$ cat config.mk
export PLATFORM = sky130hd
export DESIGN_NAME = sks_mod_unit
export DESIGN_NICKNAME = d
export VERILOG_FILES = /design/src/hw/rtl/sorted_key_search_engine_assert.svh /design/src/hw/rtl/sks_pkg.sv /design/src/hw/rtl/sks_mod_unit.sv
export SDC_FILE = /design/constraint.sdc
export NUM_CORES = 1
export LEC_CHECK = 0
export BUFFER_PORTS_ARGS = -buffer_cell sky130_fd_sc_hd__buf_2
export CAP_MARGIN = 20
export CORE_MARGIN = 2
export CORE_UTILIZATION = 49
export DETAILED_ROUTE_END_ITERATION = 8
export PLACE_DENSITY_LB_ADDON = 0.25
export RECOVER_POWER = 50
export SYNTH_ARGS = -nofsm -noshare
export SYNTH_HDL_FRONTEND = slang
export SYNTH_SLANG_ARGS = --single-unit
$ cat constraint.sdc
create_clock -name clk -period 3.9 [get_ports clk]
set_input_delay 0.195 -clock clk [delete_from_list [all_inputs] [get_ports clk]]
set_output_delay 0.195 -clock clk [all_outputs]
set_load 0.05 [all_outputs]
$ cat src/hw/rtl/sorted_key_search_engine_assert.svh
// Assertion macros for the sorted key search engine.
`ifndef SORTED_KEY_SEARCH_ENGINE_ASSERT_SVH
`define SORTED_KEY_SEARCH_ENGINE_ASSERT_SVH
`ifndef SYNTH
`define SKS_ASSERT_IMPL(label, clk, rst, a, c) \
  label: assert property (@(posedge clk) disable iff (rst) (a) |-> (c)) \
    else $error("assertion failed");
`define SKS_ASSERT_NEXT(label, clk, rst, a, c) \
  label: assert property (@(posedge clk) disable iff (rst) (a) |=> (c)) \
    else $error("assertion failed");
`else
`define SKS_ASSERT_IMPL(label, clk, rst, a, c)
`define SKS_ASSERT_NEXT(label, clk, rst, a, c)
`endif
`endif

$ cat src/hw/rtl/sks_pkg.sv
// Package with request and result types of the sorted key search engine.
`timescale 1ns / 1ps
`default_nettype none
package sks_pkg;
  localparam int unsigned KeyW = 44;
  localparam logic ActLoad = 1'b0;
  localparam logic ActQuery = 1'b1;

  typedef struct packed {
    logic            action;
    logic [KeyW-1:0] key;
    logic            last_load;
  } req_t;

  typedef struct packed {
    logic        found;
    logic [9:0]  index;
    logic [3:0]  binary_probes;
    logic [10:0] modulo_probes;
    logic        binary_won;
  } res_t;
endpackage
`default_nettype wire

$ cat src/hw/rtl/sks_mod_unit.sv
// Restoring modulo unit: remainder of a key difference by the span, one bit a cycle.
`timescale 1ns / 1ps
`default_nettype none
module sks_mod_unit import sks_pkg::*; #(
  parameter int unsigned SPAN_W = 11
) (
  input  wire logic              clk,
  input  wire logic              rst,
  input  wire logic              go,
  input  wire logic [KeyW-1:0]   dividend,
  input  wire logic [SPAN_W-1:0] divisor,
  output logic                   done,
  output logic      [SPAN_W-1:0] remainder
);
  localparam int unsigned CntW = $clog2(KeyW + 1);

  logic [KeyW-1:0] quo;
  logic [SPAN_W:0] rem;
  logic [CntW-1:0] cnt;
  logic            run;
  logic [SPAN_W:0] shifted;

  // Shift in the next dividend bit and try the subtraction.
  always_comb begin
    shifted = {rem[SPAN_W-1:0], quo[KeyW-1]};
  end

  always_ff @(posedge clk) begin
    if (rst) begin
      run  <= 1'b0;
      done <= 1'b0;
    end else begin
      done <= run && !go && (cnt == CntW'(1));
      if (go) begin
        run <= 1'b1;
        quo <= dividend;
        rem <= '0;
        cnt <= CntW'(KeyW);
      end else if (run) begin
        quo <= {quo[KeyW-2:0], 1'b0};
        if (shifted >= {1'b0, divisor}) begin
          rem <= shifted - {1'b0, divisor};
        end else begin
          rem <= shifted;
        end
        cnt <= cnt - 1'b1;
        if (cnt == CntW'(1)) begin
          run <= 1'b0;
        end
      end
    end
  end

  assign remainder = rem[SPAN_W-1:0];
endmodule
`default_nettype wire

==> reports/metrics.cfg, run 1 <==
[sta]
finalSetupTns_ps=0
holdWs_ps=30.4
setup_viol=0
hold_violations=0
fin_crit_sh=0.773
worst_pin_slew_ps=2280
fmax_mhz=332
fin_skew_ps=11.5
slew_viol_final=30
worst_slack_ps=887
period_minus_slack_ps=3010
relSlewSlack=-0.526
rsz0062_at_grt=no

[clock_network]
cts_tree=built
postCtsSetupBuffers=0
cts_resized=0
cts_buffer_depth=2
clock_sinks=63
ctsRootBufferMaster=clkbuf_8
clock_latency_ps=340
cts_hold_buf=0
cts-buffers-inserted=9
htreeDepth=3
path_clk_slew_ps=70

[finish]
area_growth_pct=17.2
ff_latch_area_um2=1870
antennaDiodeCount=0
final_util=0.602
drive_above_1_share=0.364
fin_nets=395
nFillCells=534
mostFrequentLayoutCells=edfxtp_1, buf_2, mux2_2, nor2_1, inv_1
finalNonFillerCells=404
final_common_cell=edfxtp_1
multi_input_area_um2=1310

[yosys]
syn_nets=322
synthArstFlopShare=0
ys.flop_type=edfxtp_1
syn_inst=250
synth_warnings=0
yosysSeqAreaShare=0.568
synth_edf_count=61
synthesis.area_um2=3300
synth_seq_cells=63
avgSynthCellArea_um2=13.2
yosysUniqueCellTypes=39

[global_route]
overflow=0
grt_pass1_wl_mm=9.52
grt_pass1_vias=2157
grt_max_degree=59
antenna_found_initial=0
grt.total_usage=0.171

[status]
outcome=finished with violations
violations=capacitance limit, slew limit

[floorplanning]
dieArea_um2=7400
rows=29
fp.dieW_um=86.0
start_util=0.513
pin_count=70
die_y_um=86.0
coreArea_um2=6420

[critical_path]
cp_max_fo=34
r2r_end=quo[13]$_DFFE_PP_
cp-end-kind=register
rr_startpoint=run$_SDFF_PP0_
required_ps=3890
r2r_cells=3
reg2reg_slack_ps=890
critPathKind=register to register
cp-start-kind=register
critPathLaunch=run$_SDFF_PP0_
cp.arrival_ps=3010

[route]
drc=0
vias=2116
drt_iter0_markers=117
drt.antenna.violating_nets=0
wirelength_mm=5.85
avgViaCountPerCell=5.24
first_pass_iters=4
post_drt_wl_per_cell_um=14.5

[place]
io_buffers=69
place_congestion=0.864
hpwl_mm=4.06
placedCellCount=389
dp_slack_ps=1140

[hold_path]
worstHoldEndpoint=done$_SDFF_PP0_
hold_class=primary input to register
worstHoldPathCells=2
worstHoldStart=rst

[power_and_ir_drop]
seq_power_share=0.485
combPwrFrac=0.205
ir_drop_v=0.000259
cell_internal_pwr_w=0.00125
p_sw_w=0.000465
power_density_nw_per_um2=443
p_clk_frac=0.310
leakagePower_nw=1.52
swShare=0.272

[run]
cap_violations=1

[cells in the mapped netlist, types with 3 or more instances]
cell / instances / area share
a211oi_2: 3 / 0.011
a21oi_1: 7 / 0.011
buf_1: 5 / 0.0057
edfxtp_1: 61 / 0.56
ha_1: 13 / 0.049
inv_1: 17 / 0.019
mux2_2: 43 / 0.15
mux2i_1: 4 / 0.012
nand2_1: 9 / 0.010
nor2_1: 25 / 0.028
nor3_1: 5 / 0.0076
nor3b_1: 3 / 0.0068
o21a_1: 6 / 0.014
o21ai_0: 8 / 0.012
xnor2_1: 6 / 0.016
xor2_1: 3 / 0.0080
[worst max path at each step]
stage                                       end  slack (ps)  cells after the start
final                         quo[13]$_DFFE_PP_         890                      3
after global routing          quo[36]$_DFFE_PP_         580                      3
after CTS                 rem[10]$_SDFFCE_PP0P_        1120                      9
after detailed placement  rem[10]$_SDFFCE_PP0P_        1140                      9
after global placement    rem[10]$_SDFFCE_PP0P_        1220                      9
after floorplan            cnt[0]$_SDFFCE_PP0P_          90                      4
[cells by family (layout without fill, tap and decap cells)]
family | after synthesis | count (layout) | synth area share
and+or+nand+nor | 56 | 56 | 0.0812
buffers and inverters | 26 | 103 | 0.0353
muxes | 47 | 47 | 0.159
DFF | 63 | 63 | 0.568
adders and majority gates | 14 | 14 | 0.0554
xor gates and xnor gates | 9 | 9 | 0.0239
AOI/OAI and AO/OA | 35 | 35 | 0.0774
[routing by layer]
metal  wire length (um)  global-route usage  vias up
met5                  0                   0        -
met1               2680               0.208      984
met2               2780               0.273       49
met3                299              0.0712       10
li1                   -                   -     1073
met4                 86              0.0620        0
[flip-flops by register name, indices dropped and copies added (netlist names)]
signal and count:
cnt 6, done 1, quo 44, rem 11, run 1
[layout make-up]
type,instances,share of cell area
inverter,17,0.0165
multi-input combinational,161,0.339
clock inverter,4,0.0123
timing repair buffer,71,0.0891
tap,77,0.0249
sequential,63,0.484
clock buffer,11,0.0340
[critical path, cell delays in order, from the launching register on]
cell,delay (ps)
dfxtp_1,320
nor2_1,40
nor2_1,1670
buf_4,620
[power by group through the flow]
stage          combinational, W  clock (W)  sequential, W
2_1_floorplan          0.000242          0       0.000884
3_3_place_gp           0.000349          0       0.000843
3_5_place_dp           0.000356          0       0.000844
4_1_cts                0.000357   0.000545       0.000831
5_1_grt                0.000389   0.000568       0.000837
6_report               0.000351   0.000530       0.000831
[per-stage QoR]
step | instance area [um^2] | total power [W]
final | 3860 | 0.00171
after global routing | 3860 | 0.00179
after CTS | 3890 | 0.00173
after detailed placement | 3710 | 0.00120
after global placement | 3710 | 0.00119
after floorplan | 3300 | 0.00113
No activity file was read; power rests on OpenSTA's default activity.
==> run 2, diff against run 1 <==
--- a/config.mk
+++ b/config.mk
@@ -8,7 +8,7 @@
 export BUFFER_PORTS_ARGS = -buffer_cell sky130_fd_sc_hd__buf_2
 export CAP_MARGIN = 20
 export CORE_MARGIN = 2
-export CORE_UTILIZATION = 49
+export CORE_UTILIZATION = 55
 export DETAILED_ROUTE_END_ITERATION = 8
 export PLACE_DENSITY_LB_ADDON = 0.25
 export RECOVER_POWER = 50
==> constraint.sdc (replaced) <==
create_clock -name clk -period 2.8 [get_ports clk]
set_input_delay 0.14 -clock clk [delete_from_list [all_inputs] [get_ports clk]]
set_output_delay 0.14 -clock clk [all_outputs]
set_load 0.05 [all_outputs]
==> run 2 against run 1 <==
  * The flow now finishes without violations
  * Design area increased by 0.42%
  * Worst hold slack improved by 59 ps
  * Non-clock buffer count increased by 3
  * Power increased by 36%
  * Sequential power increased by 40%
  * Via count increased by 1.8%
  * Core utilization increased by 6.2 points
  * Die area decreased by 10%
  * Clock power increased by 26%
==> reports/metrics.cfg, run 2 (same netlist as run 1, synthesis figures left out) <==
[power_and_ir_drop]
p_sw_w=0.000636
cell_internal_pwr_w=0.00169
leakagePower_nw=1.53
swShare=0.274
p_clk_frac=0.287
power.total_w=0.00232
ir_drop_v=0.000367
power_density_nw_per_um2=599
seq_power_share=0.498
combPwrFrac=0.216

[critical_path]
cp-start-kind=register
cpLargestDelayFamily=adder cells
cpPeakStageDelay_ps=400
cp_num_buf_inv=2
cp-end-kind=register
cp_max_fo=17
crit_slowest_cell=fa_1
critPathKind=register to register
crit_chain=inv_1 > ha_1 > fa_1 > and2b_1 > o22ai_2 > a21oi_2 > o31a_1 > buf_4 > mux2i_1 > nor2_1
required_ps=2830
cp.arrival_ps=2460

[sta]
worst_slack_ps=372
worst_pin_slew_ps=1360
fin_skew_ps=8.25
relSlewSlack=0.0961
setup_viol=0
fin_crit_sh=0.867
hold_violations=0
slew_viol_final=0
finalSetupTns_ps=0
fmax_mhz=412
period_minus_slack_ps=2430
rsz0062_at_grt=no

[clock_network]
clock_sinks=63
path_clk_slew_ps=70
ctsRootBufferMaster=clkbuf_8
cts_tree=built
cts_buffer_depth=2
cts-buffers-inserted=9
clock_latency_ps=340
htreeDepth=3

[place]
place_congestion=0.797
dp_slack_ps=398
io_buffers=69
hpwl_mm=4.02
placedCellCount=389

[finish]
antennaDiodeCount=0
nFillCells=451
finalNonFillerCells=406
fin_nets=398
largest_registers=quo (44), rem (11), cnt (6)
mostFrequentLayoutCells=edfxtp_1, buf_2, mux2_2, nor2_1, clkbuf_1
final_util=0.663
final_common_cell=edfxtp_1
drive_above_1_share=0.363
area_growth_pct=17.7
largest_register_ffs=44
top_register=quo

[status]
outcome=finished clean

[floorplanning]
rows=28
pin_count=70
die_y_um=81.4
coreArea_um2=5850
start_util=0.564
fp.dieW_um=81.4
dieArea_um2=6630

[route]
vias=2155
drt.antenna.violating_nets=0
first_pass_iters=4
avgViaCountPerCell=5.31
drt_iter0_markers=95
drt-met1-wl_mm=2.62
topRoutingLayerUsed=met4
wirelength_mm=5.79
post_drt_wl_per_cell_um=14.3
dr_wl_met2_mm=2.74
drc=0
wl_met3_um=324

[run]
cap_violations=0

[global_route]
grt_max_degree=59
grt_pass1_wl_mm=9.38
grt_pass1_vias=2101
overflow=0
antenna_found_initial=0
grt.total_usage=0.192

[hold_path]
hold_class=primary input to register

==> run 2: per-layer routing <==
layer  vias up  track usage
met1      1013        0.239
met3         9       0.0637
met4         0       0.0814
li1       1082            -
met2        51        0.309
met5         -            0
==> run 2: area by class of cell <==
| class | count | area [um^2] | area share |
|---|---|---|---|
| Clock buffer | 15 | 156 | 0.0403 |
| Clock inverter | 1 | 5.00 | 0.00129 |
| Inverter | 17 | 63.8 | 0.0164 |
| Multi-Input combinational cell | 161 | 1310 | 0.338 |
| Sequential cell | 63 | 1870 | 0.482 |
| Tap cell | 75 | 93.8 | 0.0242 |
| Timing Repair Buffer | 74 | 378 | 0.0974 |
==> run 2: path summary, 6_finish.rpt <==
kind                            cells after the start                    to  slack, ps              start
worst max register to register                     10  rem[3]$_SDFFCE_PP0P_        370  quo[43]$_DFFE_PP_
worst max-delay path                               10  rem[3]$_SDFFCE_PP0P_        370  quo[43]$_DFFE_PP_
worst min-delay path                                2  quo[0]$_SDFFCE_PN0P_         90        dividend[0]
worst min register to register                      1       done$_SDFF_PP0_        490     run$_SDFF_PP0_
==> run 2: per-stage QoR <==
stage | instance area (um^2) | hold WS (ps)
floorplan | 3300 | 216
global placement | 3730 | 366
detailed placement | 3730 | 364
CTS | 3910 | 73.1
global route | 3880 | 89.2
finish | 3880 | 89.6
==> run 2: timing repair <==
action	CTS	global route
hold buffers	1	0
endpoints found under the hold margin	1	0
buffers inserted	0	0
resized for setup	0	0
endpoints found under the setup margin	0	0
==> run 2: power groups by stage <==
stage          clock [W]  sequential, W  combinational (W)
2_1_floorplan          0        0.00123           0.000338
3_3_place_gp           0        0.00118           0.000496
3_5_place_dp           0        0.00118           0.000506
4_1_cts         0.000686        0.00116           0.000510
5_1_grt         0.000725        0.00116           0.000556
6_report        0.000667        0.00116           0.000501
==> run 2: worst register-to-register path, stage by stage (launching register included) <==
cell      delay, ps
edfxtp_1        340
inv_1            50
ha_1            200
fa_1            400
and2b_1         240
o22ai_2         100
a21oi_2         150
o31a_1          150
buf_4           230
mux2i_1         220
nor2_1           60
